<file path="src/sv/fdd_pkg.sv">
// Shared types and constants of the finite-difference derivative block
`default_nettype none

package fdd_pkg;

  localparam int DATA_W = 32;
  localparam int IDX_W  = 16;

  localparam logic [DATA_W-1:0] SCALE_RESET = 32'h0001_0000;

  typedef enum logic [1:0] {
    STN_ONE_SIDED,
    STN_SHIFTED,
    STN_CENTRAL
  } stencil_t;

  typedef struct packed {
    logic [IDX_W-1:0] idx;
    logic             last;
  } tag_t;

endpackage

`default_nettype wire

</file>
<file path="src/sv/fdd_stencil.sv">
// Five-point weighted sum stage
`default_nettype none

module fdd_stencil #(
  parameter int SAMPLE_WIDTH = 32
) (
  input  logic                                clk,
  input  logic                                rst,
  input  logic                                issue_valid,
  output logic                                issue_ready,
  input  fdd_pkg::stencil_t                   issue_sel,
  input  fdd_pkg::tag_t                       issue_tag,
  input  logic [4:0][SAMPLE_WIDTH-1:0]        win,
  output logic                                sum_valid,
  input  logic                                sum_ready,
  output logic signed [SAMPLE_WIDTH+7:0]      sum,
  output fdd_pkg::tag_t                       sum_tag
);
  import fdd_pkg::*;

  localparam int SUM_W = SAMPLE_WIDTH + 8;

  logic signed [SUM_W-1:0] w [5];
  logic signed [SUM_W-1:0] sum_next;

  always_comb begin
    for (int i = 0; i < 5; i++) begin
      w[i] = SUM_W'(signed'(win[i]));
    end
    unique case (issue_sel)
      STN_ONE_SIDED: sum_next = SUM_W'(48) * w[1] + SUM_W'(16) * w[3]
                              - SUM_W'(25) * w[0] - SUM_W'(36) * w[2]
                              - SUM_W'(3) * w[4];
      STN_SHIFTED:   sum_next = SUM_W'(18) * w[2] + w[4]
                              - SUM_W'(3) * w[0] - SUM_W'(10) * w[1]
                              - SUM_W'(6) * w[3];
      STN_CENTRAL:   sum_next = w[0] - w[4] + SUM_W'(8) * (w[3] - w[1]);
      default:       sum_next = '0;
    endcase
  end

  assign issue_ready = !sum_valid || sum_ready;

  always_ff @(posedge clk) begin
    if (rst) begin
      sum_valid <= 1'b0;
    end else if (issue_ready) begin
      sum_valid <= issue_valid;
    end
  end

  always_ff @(posedge clk) begin
    if (issue_ready) begin
      sum     <= sum_next;
      sum_tag <= issue_tag;
    end
  end

endmodule

`default_nettype wire

</file>
<file path="config.mk">
export PLATFORM = sky130hd
export DESIGN_NAME = fdd_stencil
export DESIGN_NICKNAME = d
export VERILOG_FILES = /design/src/sv/fdd_pkg.sv /design/src/sv/fdd_stencil.sv
export SDC_FILE = /design/constraint.sdc
export NUM_CORES = 2
export LEC_CHECK = 0
export BUFFER_PORTS_ARGS = -buffer_cell sky130_fd_sc_hd__buf_2
export CORE_UTILIZATION = 45
export CTS_CLUSTER_DIAMETER = 50
export DETAILED_ROUTE_END_ITERATION = 12
export PLACE_DENSITY_LB_ADDON = 0.25
export SLEW_MARGIN = 20
export SYNTH_ARGS = -nofsm -noshare
export SYNTH_HDL_FRONTEND = slang
export SYNTH_SLANG_ARGS = --single-unit
export TNS_END_PERCENT = 50
</file>
<file path="constraint.sdc">
create_clock -name clk -period 7.3 [get_ports clk]
set_input_delay 0.365 -clock clk [delete_from_list [all_inputs] [get_ports clk]]
set_output_delay 0.365 -clock clk [all_outputs]
set_load 0.01 [all_outputs]
</file>
-- After elaboration in Yosys (flattened, before gate mapping)
Index checks and enable logic that the tools add are counted.
- reduce and logical (&&, ||, !) cells: 3
- equality and inequality tests: 2
- mux-type cells: 1
- multiply operators: 8
- $add $sub $neg: 11
- operator list (cell ; count):
    multiplier 3 x 32 -> 35 bit (first input constant) ; 4
    case mux 40 bit (3 select lines) ; 1
    multiplier 5 x 32 -> 37 bit (first input constant) ; 2
    subtractor 32 x 32 -> 33 bit ; 2
    adder 39 x 36 -> 40 bit ; 1
    subtractor 39 x 35 -> 40 bit ; 1
    subtractor 40 x 35 -> 40 bit ; 1
    subtractor 40 x 36 -> 40 bit ; 1
    subtractor 40 x 37 -> 40 bit ; 1
    subtractor 40 x 38 -> 40 bit ; 1
    subtractor 40 x 39 -> 40 bit ; 1
    adder 38 x 32 -> 39 bit ; 1
    multiplier 6 x 32 -> 38 bit (first input constant) ; 1
    adder 33 x 36 -> 37 bit ; 1
    multiplier 4 x 32 -> 36 bit (first input constant) ; 1
    == test 2 x 1 -> 1 bit (second input constant) ; 1
    == test 2 bit (second input constant) ; 1
    zero test 2 bit ; 1
    zero test 1 bit ; 1
    logical OR 1 bit ; 1
- word-level logic and storage cells: 29
- register bits after elaboration: 58

-- Depth between registers and ports, before layout
- depth after elaboration: 6
- depth in mapped cells: 33

-- Worst setup path before layout
OpenSTA, ideal clock, no wires.
- path type: input port to flip-flop
- from: input win[65] (netlist bit)
- to: register sum[39] (data pin)
- stages: 32
- setup slack: 0.027 ns
- arrival: 6.991 ns
- library setup time: 0.282 ns
- cells stage by stage: ha_1 > ha_1 > inv_1 > fa_1 > nand2b_1 > a211oi_1 > o21a_1 > a211o_1 > a21o_1 > a21oi_1 > xnor2_1 > ha_1 > inv_1 > fa_1 > inv_1 > fa_1 > inv_1 > fa_1 > inv_1 > fa_1 > inv_1 > ha_1 > nand2_1 > nor3_1 > nor2b_1 > a22oi_1 > and2_1 > o31a_1 > a211oi_1 > o22ai_1 > xnor3_1 > o221ai_1
- cells in the longest elaborated chain, start to end: 6
- elaborated cells on any way between the ends: 9
- classes of those cells: 6 x add/sub; 2 x mul; 1 x mux
- RTL lines (what ; line ; source):
    from (decl) ; fdd_stencil.sv:13 ; input logic [4:0][SAMPLE_WIDTH-1:0] win,
    multiplier 5 x 32 -> 37 bit ; fdd_stencil.sv:32, fdd_stencil.sv:34 ;
    adder 38 x 32 -> 39 bit ; fdd_stencil.sv:34 ; STN_SHIFTED: sum_next = SUM_W'(18) * w[2] + w[4]
    subtractor 39 x 35 -> 40 bit ; fdd_stencil.sv:35 ; - SUM_W'(3) * w[0] - SUM_W'(10) * w[1]
    subtractor 40 x 37 -> 40 bit ; fdd_stencil.sv:35 ;
    subtractor 40 x 36 -> 40 bit ; fdd_stencil.sv:36 ; - SUM_W'(6) * w[3];
    case mux 40 bit (3 select lines) (*) ; fdd_stencil.sv:30 ; unique case (issue_sel)
    via sum_next[39] ; fdd_stencil.sv:24 ; logic signed [SUM_W-1:0] sum_next;
    to (signal assigned) ; fdd_stencil.sv:54 ; sum <= sum_next;
    to (decl) ; fdd_stencil.sv:16 ; output logic signed [SAMPLE_WIDTH+7:0] sum,
The timed path passes the listed nets; every way through them passes the cells marked *.
A chain may end at the register's enable or synchronous reset.

-- Worst setup path after layout
- from: input win[65] (netlist bit)
- to: register sum[37] (data pin)
Same word-level chain as after synthesis.

==> results.yml <==
yosys:
  synthCells: 3436
  synth_area_leader_cell: "fa_1"
  synth-async-reset-ratio_pct: 0
  ys_types: 82
  synth_seq_cells: 58
  synth_edf_count: 57
  yosys-top-cells-area: "fa_1, ha_1, inv_1"
  synth.avg_cell_area_um2: 8.652
  syn-num-nets: 4578
  synth_ff_type: "edfxtp_1"
  yosysSeqAreaShare_pct: 5.825
  ys.warnings.count: 0
  syn-cell-area_mm2: 0.02973
  synth_top_area_share_pct: 25.39
grt:
  grt_use_total_pct: 29.39
  grt_first_pass_wirelength_mm: 151.3
  antenna_found_initial: 5
  grt-ovfl-total: 0
  grt_max_degree: 53
  grt_pass1_vias: 26920
setup_path:
  timing.reg2reg.setup_slack_ns: 5.63
  slowest_stage: "fa_1"
  slowest_delay_ns: 0.54
  ff2ff_path_depth: 2
  worstPathMaxFanout: 2
  start_kind: "primary input"
  endpoint: "sum[37]"
  startpoint: "win[65]"
  r2r_start: "sum_valid"
  cp_common_cell: "inv_1"
  setup.worst_path.end_class: "flip-flop"
  crit_arrival_ns: 7.34
  path_class: "primary input to flip-flop"
  r2r_end: "sum[22]"
  critPathRequiredTime_ns: 7.36
final_layout:
  mostFrequentLayoutCell: "inv_1"
  drive_above_1_share_pct: 22.57
  final_nets: 5217
  area_growth_pct: 23.32
  final_cell_mix: "inv_1, ha_1, buf_4"
  fin_util_pct: 56.57
die:
  die_x_um: 259.0
  pin_count: 242
  initial_utilization_pct: 45.87
  dieHeight_um: 259.0
  rows: 93
  die_area_mm2: 0.06710
  core_mm2: 0.06481
hold_path:
  hold_depth: 2
  holdCritPathClass: "primary input to flip-flop"
  min_from: "rst"
placed_design:
  post-dp-hpwl_mm: 86.79
  port-buffer-count: 241
  gp_congestion: 0.9836
route:
  drt-initial-drc-count: 1789
  drc: 0
  routed_wl_mm: 98.46
  vias_per_cell: 5.351
  drtAntennaViolNets: 0
  drt-wirelength-per-cell_um: 19.94
  drt_pass1_iterations: 5
  num_vias: 26428
clock_network:
  holdBufCountCts: 0
  clock_latency_ns: 0.33
  tritoncts: "built"
  h-tree-depth: 3
  clock_path_buffers: 2
  root_buffer: "clkbuf_16"
  clk_pin_slew_ns: 0.06
  cts_made_buffers: 9
  numClockSinks: 58
run:
  max-cap-violations: 0
timing:
  finalCritPeriodShare_pct: 99.76
  skew_ns: 0.003665
  finalHoldViolCount: 0
  worst_slew_pin_slew_ns: 1.025
  rsz0062_at_grt: "yes"
  slew_violations: 0
  setup_viol: 0
  fmax_mhz: 137.3
  tns_ns: 0
  post-route-min-period_ns: 7.282
  relSlewSlack_pct: 31.52
status:
  status: "finished, final reports clean"
## layout make-up
type                    count  area [um^2]
well taps                 855         1070
repair buffers            662         4432
multi-input cells        2568        26200
clock buffers               9        225.2
fillers                  5994        28150
inverters                 776         2913
flip-flops and latches     58         1732
clock inverters             7        78.83
diodes                      4        10.01
## Yosys cell counts, types with 7 or more instances
cell,number
a211o_1,10
a211oi_1,32
a21boi_0,7
a21o_1,123
a21oi_1,223
a22oi_1,10
a31oi_1,30
and2_1,11
and3_1,33
clkbuf_1,31
edfxtp_1,57
fa_1,377
ha_1,582
inv_1,776
mux2i_1,10
nand2_1,139
nand2b_1,44
nand3_1,49
nand4_1,22
nor2_1,158
nor2b_1,33
nor3_1,34
nor4_1,7
o211ai_1,22
o21a_1,35
o21ai_0,139
o21ai_1,8
o21bai_1,27
o22ai_1,21
o31ai_1,11
or2_2,9
or3_1,7
xnor2_1,165
xor2_1,77
## per-stage QoR
step	instances	hold WS (ns)	cell area [um^2]	setup slack [ns]
after floorplan	3436	0.4341	29730	0.02673
after global placement	4879	0.5209	34750	-0.8693
after detailed placement	4879	0.5258	34750	-0.9933
after CTS	4923	0.1687	35760	0.001486
after global routing	4937	0.1779	36660	-0.2141
final	4939	0.1810	36660	0.01777
## how the worst min path moves through the flow
stage / end
global placement: sum_valid
CTS: sum_valid
detailed placement: sum_valid
global route: sum_valid
floorplan: sum_valid
finish: sum_valid
## layer usage
metal / wire length (um) / vias up / track usage, % / part of all wire [%]
li1: - / 12807 / - / -
met1: 44960 / 12762 / 40.53 / 46
met2: 45420 / 747 / 49.09 / 46
met3: 5621 / 110 / 3.408 / 5.7
met4: 2455 / 2 / 6.739 / 2.5
met5: 13 / - / 0 / 0.013
## state kept, by name (all words and copies together) (netlist names)
| register | cells |
|---|---|
| sum | 40 |
| sum_valid | 1 |
| sum_tag | 17 |
## cell families (layout without fill, tap and decap cells)
| family | count (synthesis) | after routing | synth area share [%] |
|---|---|---|---|
| xor+xnor | 243 | 243 | 7.205 |
| mux | 11 | 11 | 0.3746 |
| simple gates | 569 | 569 | 9.276 |
| buf+inv | 810 | 1454 | 10.23 |
| compound gates | 786 | 786 | 17.21 |
| fa+ha+maj | 959 | 959 | 49.88 |
| flops | 58 | 58 | 5.825 |
| other cells | 0 | 4 | 0 |
## timing repair
action,4_1_cts,5_1_grt
gates resized for setup,96,178
buffers inserted,28,16
pin swaps,64,139
setup endpoints to repair,22,23
## worst max-delay path: cells and delay by family
family / cells / cell delay (ns)
adder cells (fa/ha/maj): 8 / 3.04
AO/OA/AOI/OAI: 13 / 2.27
XOR/XNOR: 2 / 0.34
buffers and inverters: 11 / 1.18
AND/OR/NAND/NOR: 2 / 0.11
Power is left out: the tool's default activity adds up to more than one toggle a clock period on the data nets, which glitch-free logic cannot reach.
