===== src/sv/fdd_pkg.sv =====
// Shared types and constants of the finite-difference derivative block
`default_nettype none

package fdd_pkg;

  localparam int DATA_W = 32;
  localparam int IDX_W  = 16;

  localparam logic [DATA_W-1:0] SCALE_RESET = 32'h0001_0000;

  typedef enum logic [1:0] {
    STN_ONE_SIDED,
    STN_SHIFTED,
    STN_CENTRAL
  } stencil_t;

  typedef struct packed {
    logic [IDX_W-1:0] idx;
    logic             last;
  } tag_t;

endpackage

`default_nettype wire


===== src/sv/fdd_scale.sv =====
// Scale multiply, rounding, saturation and result register
`default_nettype none

module fdd_scale #(
  parameter int SAMPLE_WIDTH = 32,
  parameter int FRAC_BITS    = 16
) (
  input  logic                                clk,
  input  logic                                rst,
  input  logic                                sum_valid,
  output logic                                sum_ready,
  input  logic signed [SAMPLE_WIDTH+7:0]      sum,
  input  fdd_pkg::tag_t                       sum_tag,
  input  logic [fdd_pkg::DATA_W-1:0]          scale_cfg,
  output logic                                out_valid,
  input  logic                                out_stall,
  output logic signed [fdd_pkg::DATA_W-1:0]   derivative,
  output logic [fdd_pkg::IDX_W-1:0]           index,
  output logic                                saturated,
  output logic                                last_res
);
  import fdd_pkg::*;

  localparam int SUM_W  = SAMPLE_WIDTH + 8;
  localparam int MAG_W  = (SUM_W > 32) ? SUM_W : 33;
  localparam int HI_W   = MAG_W - 32;
  localparam int PROD_W = MAG_W + 33;
  localparam logic [PROD_W-1:0] RND     = (PROD_W'(1) << FRAC_BITS) >> 1;
  localparam logic [PROD_W-1:0] LIM_POS = PROD_W'(32'h7FFF_FFFF);
  localparam logic [PROD_W-1:0] LIM_NEG = PROD_W'(32'h8000_0000);

  logic rdy3, rdy4, rdy_out;

  logic             v3, neg3;
  logic [MAG_W-1:0] mag3;
  tag_t             tag3;
  logic [SUM_W-1:0] abs_val;

  logic                v4, neg4;
  logic [63:0]         pl;
  logic [HI_W+31:0]    ph;
  tag_t                tag4;

  logic [PROD_W-1:0]  total, shifted, limit;
  logic               over;
  logic [DATA_W-1:0]  res_mag;
  logic [DATA_W-1:0]  res;

  assign rdy_out   = !out_valid || !out_stall;
  assign rdy4      = !v4 || rdy_out;
  assign rdy3      = !v3 || rdy4;
  assign sum_ready = rdy3;

  assign abs_val = sum[SUM_W-1] ? SUM_W'(-sum) : SUM_W'(sum);

  always_comb begin
    total   = (PROD_W'(ph) << 32) + PROD_W'(pl) + RND;
    shifted = total >> FRAC_BITS;
    limit   = neg4 ? LIM_NEG : LIM_POS;
    over    = shifted > limit;
    res_mag = over ? limit[DATA_W-1:0] : shifted[DATA_W-1:0];
    res     = neg4 ? DATA_W'(-res_mag) : res_mag;
  end

  always_ff @(posedge clk) begin
    if (rst) begin
      v3        <= 1'b0;
      v4        <= 1'b0;
      out_valid <= 1'b0;
    end else begin
      if (rdy3) begin
        v3 <= sum_valid;
      end
      if (rdy4) begin
        v4 <= v3;
      end
      if (rdy_out) begin
        out_valid <= v4;
      end
    end
  end

  always_ff @(posedge clk) begin
    if (rdy3) begin
      neg3 <= sum[SUM_W-1];
      mag3 <= MAG_W'(abs_val);
      tag3 <= sum_tag;
    end
    if (rdy4) begin
      neg4 <= neg3;
      pl   <= 64'(mag3[31:0]) * 64'(scale_cfg);
      ph   <= (HI_W+32)'(mag3[MAG_W-1:32]) * (HI_W+32)'(scale_cfg);
      tag4 <= tag3;
    end
    if (rdy_out) begin
      derivative <= res;
      saturated  <= over;
      index      <= tag4.idx;
      last_res   <= tag4.last;
    end
  end

endmodule

`default_nettype wire


===== config.mk =====
export PLATFORM = sky130hd
export DESIGN_NAME = fdd_scale
export DESIGN_NICKNAME = d
export VERILOG_FILES = /design/src/sv/fdd_pkg.sv /design/src/sv/fdd_scale.sv
export SDC_FILE = /design/constraint.sdc
export NUM_CORES = 2
export LEC_CHECK = 0
export ABC_AREA = 1
export BUFFER_PORTS_ARGS = -buffer_cell sky130_fd_sc_hd__buf_2
export CAP_MARGIN = 20
export CORE_UTILIZATION = 50
export CTS_CLUSTER_DIAMETER = 80
export DETAILED_ROUTE_END_ITERATION = 8
export PLACE_DENSITY = 0.73
export SETUP_SLACK_MARGIN = 0.02
export SYNTH_ARGS = -nofsm -noshare
export SYNTH_HDL_FRONTEND = slang
export SYNTH_SLANG_ARGS = --single-unit

===== constraint.sdc =====
create_clock -name clk -period 17.65 [get_ports clk]
set_clock_uncertainty 0.1 [all_clocks]
set_input_delay 2.6475 -clock clk [delete_from_list [all_inputs] [get_ports clk]]
set_output_delay 2.6475 -clock clk [all_outputs]
set_load 0.1 [all_outputs]

# Word level (Yosys, flattened, before mapping)
# Index checks and enable logic that the tools add are counted.
# Widths: inputs -> output; s select.
totals:
  memories: 0
  romBits: 0
  mem_bits_rw: 0
  out_inout_bits: 52
  register_bits: 233
  word_cells: 35
  latch_bits: 0
  input_bits: 93
op_classes:
  magnitude_cmp: 1
  n_bitwise: 0
  mul: 2
  reduce_logical: 7
  div: 0
  n_addsub: 4
  shifts: 0
  muxes: 4
  n_eq_ne: 0
op_table:
  columns: ["op", "count"]
  rows:
  - ["$mux 32", 3]
  - ["$add 72x64->73", 1]
  - ["$add 73x16->73 const B", 1]
  - ["$mul 32x32->64", 1]
  - ["$gt 57x32->1", 1]
  - ["$mul 8x32->40", 1]
  - ["$neg 40->40", 1]
  - ["$mux 39", 1]
  - ["$neg 32->32", 1]
  - ["$logic_not 1->1", 4]
  - ["$logic_or 1x1->1", 3]

# Depth between registers and ports, before layout
depth:
  depth_word: 6
  depth_mapped: 35
  depth_no_buf: 35

# Worst setup path before layout
# Ideal clock, no wire load.
synth_path:
  kind: "input-to-reg"
  from: "input port scale_cfg[6] (netlist name)"
  to: "register pl[60], data pin"
  path_slack_ns: 8.347
  t_arrival_ns: 8.944
  setup_ns: 0.259
  cell_stages: 33
  path_cell_list: "clkbuf_1 -> nand2_1 -> inv_1 -> fa_1 -> fa_1 -> fa_1 -> inv_1 -> fa_1 -> inv_1 -> fa_1 -> inv_1 -> fa_1 -> inv_1 -> fa_1 -> inv_1 -> fa_1 -> inv_1 -> ha_1 -> nand2_1 -> nor2_1 -> inv_1 -> nor2_1 -> o211ai_1 -> o211ai_1 -> a21oi_1 -> o31ai_1 -> nand3_1 -> nand2_1 -> nand3_1 -> nand2_1 -> nand2_1 -> nand2_1 -> xor2_1"
synth_between:
  elab_chain_cells: 1
synth_rtl:
  columns: ["element", "line_no", "text"]
  rows:
  - ["from (decl)", "fdd_scale.sv:14", "input logic [fdd_pkg::DATA_W-1:0] scale_cfg,"]
  - ["$mul 32x32->64", "fdd_scale.sv:91", "pl <= 64'(mag3[31:0]) * 64'(scale_cfg);"]
  - ["to (signal assigned)", "fdd_scale.sv:91", null]
  - ["to (decl)", "fdd_scale.sv:40", "logic [63:0] pl;"]
# Every way passes these cells.
# A chain may end at the register's enable or synchronous reset.

# Final worst setup path
layout_path:
  from: "input port scale_cfg[14] (netlist name)"
  to: "register pl[62], data pin"
# The elaborated chain is that of the path after synthesis.

==> impl_metrics.csv <==
group,metric,value,unit
final_layout,fin_nets,8624,
logic_synthesis,synth-simple-area-share,0.183,
setup_path,crit_path_start,"scale_cfg[14]",
logic_synthesis,netlist_instances,7101,
logic_synthesis,synth_cell_types,57,
logic_synthesis,syn_nets,8656,
route,drt_iter0_drc,3160,
route,routed_wire_length_per_instance,16.9,µm
logic_synthesis,yosysWarnings,0,
die,die_h,335,µm
place,io_buffers,144,
logic_synthesis,netlist_area,55500,µm²
setup_path,crit_family,"adder cells",
sta,setup_viol,0,
setup_path,crit_required,17880,ps
global_route,grt_pass1_wl,241000,µm
final_layout,area_delta_synth_final,5.35,%
setup_path,critPathMaxStageDelay,810,ps
sta,hold_viol_final,0,
die,die_w,335,µm
place,dp_hpwl,117000,µm
logic_synthesis,synthTopCellsByArea,"fa_1, inv_1, nand2_1",
logic_synthesis,avgSynthCellArea,7.81,µm²
global_route,overflow,0,
die,io_pins,145,
place,dp_slack,6960,ps
route,drc_errors,0,
global_route,grt_pass1_vias,46934,
clocking,cts_root_buf,"clkbuf_16",
setup_path,critical_path_class,"primary input to register",
route,met1_length,61100,µm
final_layout,drive_gt1_frac,0.0470,
route,drt-total-wl,145000,µm
clocking,cts_resized,0,
die,coreArea,109000,µm²
route,wl_met3,11400,µm
global_route,antenna_found_initial,4,
hold_path,hold_start,"tag3[16]",
clocking,postCtsSetupBuffers,0,
logic_synthesis,synth_top_area_share,0.388,
route,vias_per_cell,5.14,
setup_path,cp.buffers_inverters,5,
clocking,cts_tree,"built",
route,routed.top_layer,"met5",
clocking,clockBufferDepth,3,
logic_synthesis,synth_async_sr_flop_share,0,
setup_path,crit_fanout,40,
logic_synthesis,seq_area_frac_synth,0.117,
logic_synthesis,synth_area_leader_cell,"fa_1",
logic_synthesis,synthAdderAreaFrac,0.475,
route,vias,44073,
sta,fin_crit_sh,0.573,
logic_synthesis,synth_top_family_by_area,"adder cells",
sta,tightest_slew,1120,ps
die,std_cell_rows,121,
global_route,grt_max_degree,74,
status,status,"finished clean",
sta,period_needed,10110,ps
logic_synthesis,synthFlopType,"edfxtp_1",
logic_synthesis,synth_xor_area_frac,0.0248,
clocking,cts.clk_slew.worst_paths,70,ps
route,dr.pass1.iters,5,
setup_path,worst_path_max_delay_cell,"buf_2",
global_route,track_usage,0.269,
logic_synthesis,muxShareOfSynthArea,0,
sta,finalSetupTns,0,ps
setup_path,timing.rr.start,"mag3[11]",
setup_path,cpMostUsedCell,"fa_1",
sta,slew_headroom,0.255,
sta,fmax,98.9,MHz
die,die_area,112000,µm²
route,postRouteAntennaNets,0,
logic_synthesis,ys_ff_latch,218,
setup_path,arrival,10350,ps
logic_synthesis,synth_compound_area_frac,0.0389,
clocking,clock_latency,590,ps
place,gp_congestion,0.958,
clocking,cts_htree_levels,1,
logic_synthesis,synth_edf_count,215,
sta,final.setup.worst_slack,7540,ps
sta,holdWs,318,ps
die,initial_core_util,0.507,
setup_path,end_kind,"register",
route,dr_wl_met2,68800,µm
setup_path,startpoint_type,"primary input",
hold_path,hp-class,"register to register",
sta,slew_viol_final,0,
sta,rsz0062_at_grt,"no",
run,cap_violations,0,
clocking,postCtsHoldBufs,0,
clocking,cts_made_buffers,26,
setup_path,crit_chain,"buf_2, nand2_1, inv_1, fa_1, fa_1, inv_1, fa_1, fa_1, fa_1, inv_1, fa_1, fa_1, fa_1, ha_1, nand2_1, inv_1, a21oi_1, o21a_1, o21ai_0, a21oi_1, o21ai_0, a311oi_1, o21bai_1, xor2_1",
clocking,cts_sinks,218,
[through the flow]
| stage | instances | util | cell area (µm²) |
|---|---|---|---|
| after floorplan | 7101 | - | 55500 |
| after global placement | 8516 | 0.525 | 57500 |
| after detailed placement | 8516 | 0.525 | 57500 |
| after CTS | 8564 | 0.534 | 58400 |
| after global routing | 8566 | 0.534 | 58400 |
| final | 8567 | 0.534 | 58400 |
[sequential cells by signal, indices dropped and copies added (netlist names)]
register,count
derivative,32
index,16
last_res,1
mag3,40
neg3,1
neg4,1
out_valid,1
ph,40
pl,49
saturated,1
tag3,17
tag4,17
v3,1
v4,1
[final cells by class]
class                   instances  area [µm²]
flip-flops and latches        218        6520
fillers                     10095       51000
multi-input cells            4530       40100
repair buffers                209        1220
diodes                          2        5.00
inverters                    2084        7830
well taps                    1476        1850
clock buffers                  30         696
clock inverters                18         264
[logic make-up (layout without fill, tap and decap cells)]
family          after synthesis  after routing
other cells                   0              2
compound gates              385            385
simple gates               2526           2526
flops                       218            218
buf+inv                    2353           2341
xor+xnor                    157            157
fa+ha+maj                  1462           1462
[cell usage in the layout, fill, tap and decap left out, types with 62 or more instances in the layout]
cell,n
buf_2,144
a21oi_1,197
nor2_1,293
nand2_1,1935
buf_4,64
fa_1,1075
ha_1,387
nand3_1,142
xnor2_1,62
edfxtp_1,215
xor2_1,95
o21ai_0,88
inv_1,2077
[worst paths after layout]
kind	slack, ps	depth (start not counted)	end
max	7540	24	pl[62]
min	320	0	tag4[16]
max reg2reg	9600	31	pl[60]
min reg2reg	320	0	tag4[16]
[Yosys cell counts, types with 6 or more instances]
master	count
buf_1	14
o21ai_1	7
nand3b_1	17
o21a_1	16
a21oi_1	197
nand2_2	16
xor2_1	95
o21bai_1	11
nand3_1	142
inv_1	2078
o211ai_1	11
nor4_1	13
nor2_1	293
o21ai_0	88
nor2_2	20
nand2_1	1937
nor2_4	6
nand3_2	12
fa_1	1075
clkbuf_1	242
a31oi_1	25
xnor2_1	62
edfxtp_1	215
ha_1	387
buf_2	6
nand4_1	31
nor3_1	22
[metal layers]
layer | up-vias | GRT usage
li1 | 20329 | -
met1 | 21740 | 0.361
met2 | 1718 | 0.455
met3 | 282 | 0.0421
met4 | 4 | 0.0643
met5 | - | 0
Power is left out: the tool's default activity adds up to more than one toggle a clock period on the data nets, which glitch-free logic cannot reach.
