===== config.mk =====
export PLATFORM = sky130hd
export DESIGN_NAME = fdd_front
export DESIGN_NICKNAME = d
export VERILOG_FILES = /design/src/sv/fdd_pkg.sv /design/src/sv/fdd_front.sv
export SDC_FILE = /design/constraint.sdc
export NUM_CORES = 1
export LEC_CHECK = 0
export BUFFER_PORTS_ARGS = -buffer_cell sky130_fd_sc_hd__buf_2
export CAP_MARGIN = 40
export CORE_ASPECT_RATIO = 0.9
export CORE_MARGIN = 3
export CORE_UTILIZATION = 50
export CTS_CLUSTER_DIAMETER = 120
export DETAILED_ROUTE_END_ITERATION = 6
export PLACE_DENSITY = 0.79
export SYNTH_ARGS = -nofsm -noshare
export SYNTH_HDL_FRONTEND = slang
export SYNTH_SLANG_ARGS = --single-unit

===== constraint.sdc =====
create_clock -name clk -period 14.9 [get_ports clk]
set_input_delay 0 -clock clk [delete_from_list [all_inputs] [get_ports clk]]
set_output_delay 0 -clock clk [all_outputs]
set_load 0.03 [all_outputs]

===== src/sv/fdd_pkg.sv =====
// Shared types and constants of the finite-difference derivative block
`default_nettype none

package fdd_pkg;

  localparam int DATA_W = 32;
  localparam int IDX_W  = 16;

  localparam logic [DATA_W-1:0] SCALE_RESET = 32'h0001_0000;

  typedef enum logic [1:0] {
    STN_ONE_SIDED,
    STN_SHIFTED,
    STN_CENTRAL
  } stencil_t;

  typedef struct packed {
    logic [IDX_W-1:0] idx;
    logic             last;
  } tag_t;

endpackage

`default_nettype wire


===== src/sv/fdd_front.sv =====
// Sample window, series counter and stencil issue sequencer
`default_nettype none

module fdd_front #(
  parameter int MAX_LEN      = 65536,
  parameter int SAMPLE_WIDTH = 32
) (
  input  logic                                clk,
  input  logic                                rst,
  input  logic                                in_valid,
  output logic                                in_stall,
  input  logic signed [fdd_pkg::DATA_W-1:0]   sample,
  input  logic                                last,
  input  logic                                issue_ready,
  output logic                                issue_valid,
  output fdd_pkg::stencil_t                   issue_sel,
  output fdd_pkg::tag_t                       issue_tag,
  output logic [4:0][SAMPLE_WIDTH-1:0]        win
);
  import fdd_pkg::*;

  localparam int CNT_W = $clog2(MAX_LEN + 1);
  localparam logic [CNT_W-1:0] CNT_MAX = CNT_W'(MAX_LEN);
  localparam logic [CNT_W-1:0] FIRST_K = CNT_W'(4);
  localparam logic [CNT_W-1:0] BACK_K  = CNT_W'(2);

  logic [CNT_W-1:0] cnt, cnt_next;
  logic             p1_valid;
  stencil_t         p1_sel;
  logic [IDX_W-1:0] p1_idx;
  logic             p1_last;
  logic             accept, issue, done;

  assign issue    = p1_valid && issue_ready;
  assign done     = issue && (p1_sel == STN_CENTRAL);
  assign in_stall = p1_valid && !done;
  assign accept   = in_valid && !in_stall;

  always_comb begin
    if (last) begin
      cnt_next = '0;
    end else if (cnt < CNT_MAX) begin
      cnt_next = CNT_W'(cnt + 1'b1);
    end else begin
      cnt_next = cnt;
    end
  end

  always_ff @(posedge clk) begin
    if (rst) begin
      cnt      <= '0;
      p1_valid <= 1'b0;
      p1_sel   <= STN_CENTRAL;
    end else if (accept) begin
      cnt      <= cnt_next;
      p1_valid <= (cnt >= FIRST_K);
      p1_sel   <= (cnt == FIRST_K) ? STN_ONE_SIDED : STN_CENTRAL;
    end else if (issue) begin
      unique case (p1_sel)
        STN_ONE_SIDED: p1_sel <= STN_SHIFTED;
        STN_SHIFTED:   p1_sel <= STN_CENTRAL;
        default:       p1_valid <= 1'b0;
      endcase
    end
  end

  always_ff @(posedge clk) begin
    if (accept) begin
      for (int i = 0; i < 4; i++) begin
        win[i] <= win[i+1];
      end
      win[4]  <= SAMPLE_WIDTH'(sample);
      p1_idx  <= (cnt == FIRST_K) ? '0 : IDX_W'(cnt - BACK_K);
      p1_last <= last;
    end else if (issue && (p1_sel == STN_ONE_SIDED)) begin
      p1_idx <= IDX_W'(1);
    end else if (issue && (p1_sel == STN_SHIFTED)) begin
      p1_idx <= IDX_W'(2);
    end
  end

  assign issue_valid    = p1_valid;
  assign issue_sel      = p1_sel;
  assign issue_tag.idx  = p1_idx;
  assign issue_tag.last = p1_last && (p1_sel == STN_CENTRAL);

endmodule

`default_nettype wire


### Yosys cells after proc, flatten, opt, wreduce, memory -nomap -nowiden

Index checks and enable logic that the tools add are counted.

* $add $sub $neg: 2
* multipliers: 0
* div/mod/pow operators: 0
* order comparisons: 2
* eq/ne operators: 4
* shifts and indexed selects: 0
* muxes and demuxes: 13
* bitwise operators: 0
* reductions and logical operators: 18

Operators with widths (number)
* 16-bit 2-to-1 mux: 4
* 17-bit 2-to-1 mux: 2
* 17-bit by 1-bit adder with 17-bit output, second input constant: 1
* 17-bit by 3-bit equality test with 1-bit output, second input constant: 1
* 17-bit by 3-bit greater-or-equal comparator with 1-bit output, second input constant: 1
* 17-bit less-than comparator, second input constant: 1
* 16-bit by 2-bit subtractor with 16-bit output, second input constant: 1
* 1-bit logical AND: 7
* 2-bit 2-to-1 mux: 3
* 2-bit AND reduction: 3
* 3-bit nonzero test: 2
* 2-bit case mux with 2 select lines: 1
* 2-bit nonzero test: 2
* 1-bit 2-to-1 mux: 3
* 2-bit by 1-bit equality test with 1-bit output, second input constant: 1
* 2-bit equality test, second input constant: 1
* 1-bit logical NOT: 2
* 2-bit logical NOT: 1
* 2-bit by 1-bit != test with 1-bit output, second input constant: 1
* 2-bit OR reduction: 1

* bits in registers: 197
* bits in latches: 0
* memory bits (writable): 0
* ROM bits: 0
* bits of input ports: 37
* output and inout port bits: 181
* memories: 0

### Depth between registers and ports, before layout

* depth in word-level cells: 8
* mapped depth: 7

### Worst setup path before layout

No wires, ideal clock.

* kind: register to register
* start: register p1_sel[1], in the netlist issue_sel[1]
* end: register p1_idx[10], data pin
* setup time: 0.139 ns
* arrival: 10.389 ns
* required time: 14.761 ns
* setup slack: 4.372 ns
* stages on the path, launching flop included: 7
* buffers on the path: 2
* path through: dfxtp_1 > buf_4 > nand3b_1 > a21oi_1 > o41ai_4 > buf_6 > nor2_1

* cells in the longest elaborated chain, start to end: 7
* elaborated cells on any way between the ends: 10
* those cells by class: 1 x eq/ne; 2 x mux; 7 x reduce/logical

Ends and longest elaborated chain
* start: declaration: line fdd_front.sv:29 `stencil_t p1_sel;`
* start signal: assignment: line fdd_front.sv:57 `p1_sel <= (cnt == FIRST_K) ? STN_ONE_SIDED : STN_CENTRAL;`
* 2-bit equality test: line fdd_front.sv:35 `assign done = issue && (p1_sel == STN_CENTRAL);`
* 1-bit logical AND: line fdd_front.sv:35
* 1-bit logical NOT: line fdd_front.sv:36 `assign in_stall = p1_valid && !done;`
* 1-bit logical AND: line fdd_front.sv:36
* 1-bit logical NOT: line fdd_front.sv:37 `assign accept = in_valid && !in_stall;`
* 1-bit logical AND: line fdd_front.sv:37
* 16-bit 2-to-1 mux *: line fdd_front.sv:68 `if (accept) begin`
* end signal: assignment: line fdd_front.sv:73 `p1_idx <= (cnt == FIRST_K) ? '0 : IDX_W'(cnt - BACK_K);`
* end: declaration: line fdd_front.sv:30 `logic [IDX_W-1:0] p1_idx;`

Every way passes the cells marked *; elsewhere a longest branch is shown, timed or not.
A chain may end at the register's enable or synchronous reset.

### Worst setup path after layout

* start: register p1_sel[1], in the netlist issue_sel[1]
* end: register win[56] (netlist bit) (enable)

* cells in the longest elaborated chain, start to end: 6

Ends and longest elaborated chain
* 2-bit equality test: line fdd_front.sv:35
* 1-bit logical AND: line fdd_front.sv:35
* 1-bit logical NOT: line fdd_front.sv:36
* 1-bit logical AND: line fdd_front.sv:36
* 1-bit logical NOT: line fdd_front.sv:37
* 1-bit logical AND: line fdd_front.sv:37
* end signal: indexed assignment: line fdd_front.sv:70 `win[i] <= win[i+1];`
* end: declaration: line fdd_front.sv:18 `output logic [4:0][SAMPLE_WIDTH-1:0] win`

Every way passes these cells.

==> results.yml <==
run_status:
  status: "completed"
routing:
  finalWirelength_um: 14900
  ant_nets: 0
  drt_first_pass_iters: 4
  drc_errors: 0
  vias_per_cell: 5.23
  vias: 4265
  wl_per_cell_um: 18.2
  dr.first_iter.drc_count: 357
timing:
  rsz0062_at_grt: "false"
  drv_slew: 0
  setup_viol: 0
  fin_crit_sh_pct: 18.0
  hold_viol: 0
  fmax_ghz: 0.373
  setup-tns-final_ns: 0
  max_slew.worst_pin.slew_ns: 0.820
  period_minus_slack_ns: 2.68
  skew_ns: 0.00825
  maxSlewHeadroom_pct: 45.2
logic_synthesis:
  synth_edf_count: 177
  ys_async_sr_fraction_pct: 0
  synth_xor_area_share_pct: 1.53
  syn_inst: 379
  synth_seq_cells: 197
  mappedNetlistArea_mm2: 0.00685
  synth_compound_area_share_pct: 5.01
  yosys_warnings: 0
  synth_simple_gate_area_share_pct: 7.29
  synth_top_family_by_area: "simple AND/OR/NAND/NOR gates"
  synth_adder_area_share_pct: 0.548
  ys_types: 45
  synth_area_per_cell_um2: 18.1
  yosysSeqAreaShare_pct: 83.5
  synthMuxAreaShare_pct: 0.292
  syn-num-nets: 419
  dominantRegCellSynth: "edfxtp_1"
final_layout:
  antenna_cells: 0
  final_common_cell: "buf_2"
  nFillCells: 880
  final_area_mm2: 0.00897
  final_nets: 679
  final_cell_mix: "buf_2, edfxtp_1, dlygate4sd3_1, nor2_1, a21oi_1"
  drive_above_1_share_pct: 38.9
  syn2layout_area_growth_pct: 30.9
global_route:
  grtUsageTotal_pct: 19.1
  grt_overflow: 0
  grt_pass1_wl_um: 22000
  grt_max_degree: 55
  first_global_vias: 4089
  antenna_found_initial: 0
setup_path:
  critPathArrivalTime_ns: 2.78
  reg2reg_depth: 4
  end_kind: "flop"
  worstSetupStartpointType: "flop"
  crit_required_ns: 14.99
  crit_fanout: 54
  path_class: "flop to flop"
cts:
  cts.htree.levels: 4
  clockRootBuffer: "clkbuf_16"
  clk_latency_ns: 0.41
  cts.sinks: 197
  max-clock-path-buffers: 2
  numCtsBuffers: 17
  post_cts_buffers: 0
  cts_tree: "yes"
  clk_pin_slew_ns: 0.06
power:
  powerDensity_mw_per_mm2: 129
  vdd_ir_drop_max_mv: 0.0722
  leakage_uw: 0.00362
die:
  die_area_mm2: 0.0151
  io_pins: 218
  core_mm2: 0.0130
  die-width_um: 129
  die_y_um: 117
  row_count: 39
  start_util_pct: 52.6
min_path:
  holdPathStages: 4
  hold_path.class: "input port to flop"
job:
  max_cap_violations: 0
place:
  globalplace.congestion: 0.860
  port_buffers: 217
  dp_hpwl_um: 10700
  dpl_cell_area_mm2: 0.00811
-- report_power, final --
group	internal (uW)	switching (uW)	leakage (uW)
Clock	213	180	0.000241
Sequential	634	13.1	0.00189
Combinational	31.3	84.3	0.00149
Total	878	277	0.00362
-- sequential cells by signal, summed over array words and instances, names as in the netlist --
| name | flops |
|---|---|
| p1_idx | 16 |
| p1_last | 1 |
| issue_valid | 1 |
| cnt | 17 |
| win | 160 |
| issue_sel | 2 |
-- worst paths after layout --
check | from | endpoint | slack [ns]
setup / recovery | issue_sel[1]$_SDFFE_PP1P_ | win[56]$_DFFE_PN_ | 12.22
hold / removal | in_valid | p1_idx[1]$_DFFE_PP_ | 0.1
setup reg to reg | issue_sel[1]$_SDFFE_PP1P_ | win[56]$_DFFE_PN_ | 12.22
hold reg to reg | win[33]$_DFFE_PN_ | win[1]$_DFFE_PN_ | 0.44
-- through the flow --
step | total power (uW) | cells | util, % | hold WS [ns] | setup slack, ns
CTS | 1170 | 815 | 68.8 | 0.0767 | 12.19
detailed placement | 768 | 748 | 62.2 | 0.178 | 12.18
global route | 1200 | 815 | 68.8 | 0.112 | 11.99
finish | 1160 | 815 | 68.8 | 0.0960 | 12.22
global placement | 764 | 746 | 62.0 | 0.178 | 12.19
floorplan | 733 | 379 | - | 0.0691 | 4.37
-- Yosys cell counts, drive strengths merged (3+ instances only) --
| library cell | n | area (um^2) |
|---|---|---|
| a21oi | 22 | 110 |
| buf | 12 | 81.3 |
| clkbuf | 5 | 20.0 |
| dfxtp | 20 | 400 |
| edfxtp | 177 | 5320 |
| ha | 3 | 37.5 |
| inv | 7 | 26.3 |
| nand2 | 20 | 75.1 |
| nand3 | 9 | 45.0 |
| nand3b | 5 | 37.5 |
| nand4 | 7 | 43.8 |
| nor2 | 21 | 78.8 |
| nor3 | 3 | 15.0 |
| nor4 | 4 | 31.3 |
| o211ai | 3 | 36.3 |
| o21ai | 5 | 25.0 |
| o31ai | 9 | 67.6 |
| or3 | 4 | 25.0 |
| or4 | 7 | 52.6 |
| xnor2 | 3 | 26.3 |
| xor2 | 9 | 78.8 |
-- layer usage --
| layer | routed length [um] | global-route usage [%] |
|---|---|---|
| met1 | 5590 | 22.9 |
| met4 | 412 | 7.98 |
| met2 | 7700 | 32.9 |
| met3 | 1150 | 5.35 |
| met5 | 0 | 0 |
-- cells by family (layout without fill, tap and decap cells) --
kind of cell,after synthesis,after routing
buffers and inverters,24,296
muxes,2,2
and+or+nand+nor,93,93
DFF,197,197
AOI/OAI and AO/OA,48,48
adders and majority gates,3,3
xor gates and xnor gates,12,12
-- worst max-delay path, stage by stage, from the launching register on --
cell and delay, ns:
dfxtp_1 0.49, nand3b_1 0.21, a21oi_4 0.71, buf_4 0.60, buf_16 0.32
-- layout make-up --
| cell class | count | area, um^2 | share of cell area (%) |
|---|---|---|---|
| Inverter | 7 | 26.3 | 0.293 |
| Sequential cell | 197 | 5720 | 63.7 |
| Tap cell | 164 | 205 | 2.29 |
| Clock buffer | 23 | 448 | 5.00 |
| Multi-Input combinational cell | 158 | 1020 | 11.3 |
| Clock inverter | 8 | 51.3 | 0.572 |
| Timing Repair Buffer | 258 | 1500 | 16.8 |
-- repair_timing --
action / CTS / global route
hold buffers: 36 / 0
gates resized for setup: 0 / 0
endpoints found under the hold margin: 38 / 0
endpoints found under the setup margin: 0 / 0
No activity file was read; power rests on OpenSTA's default activity.
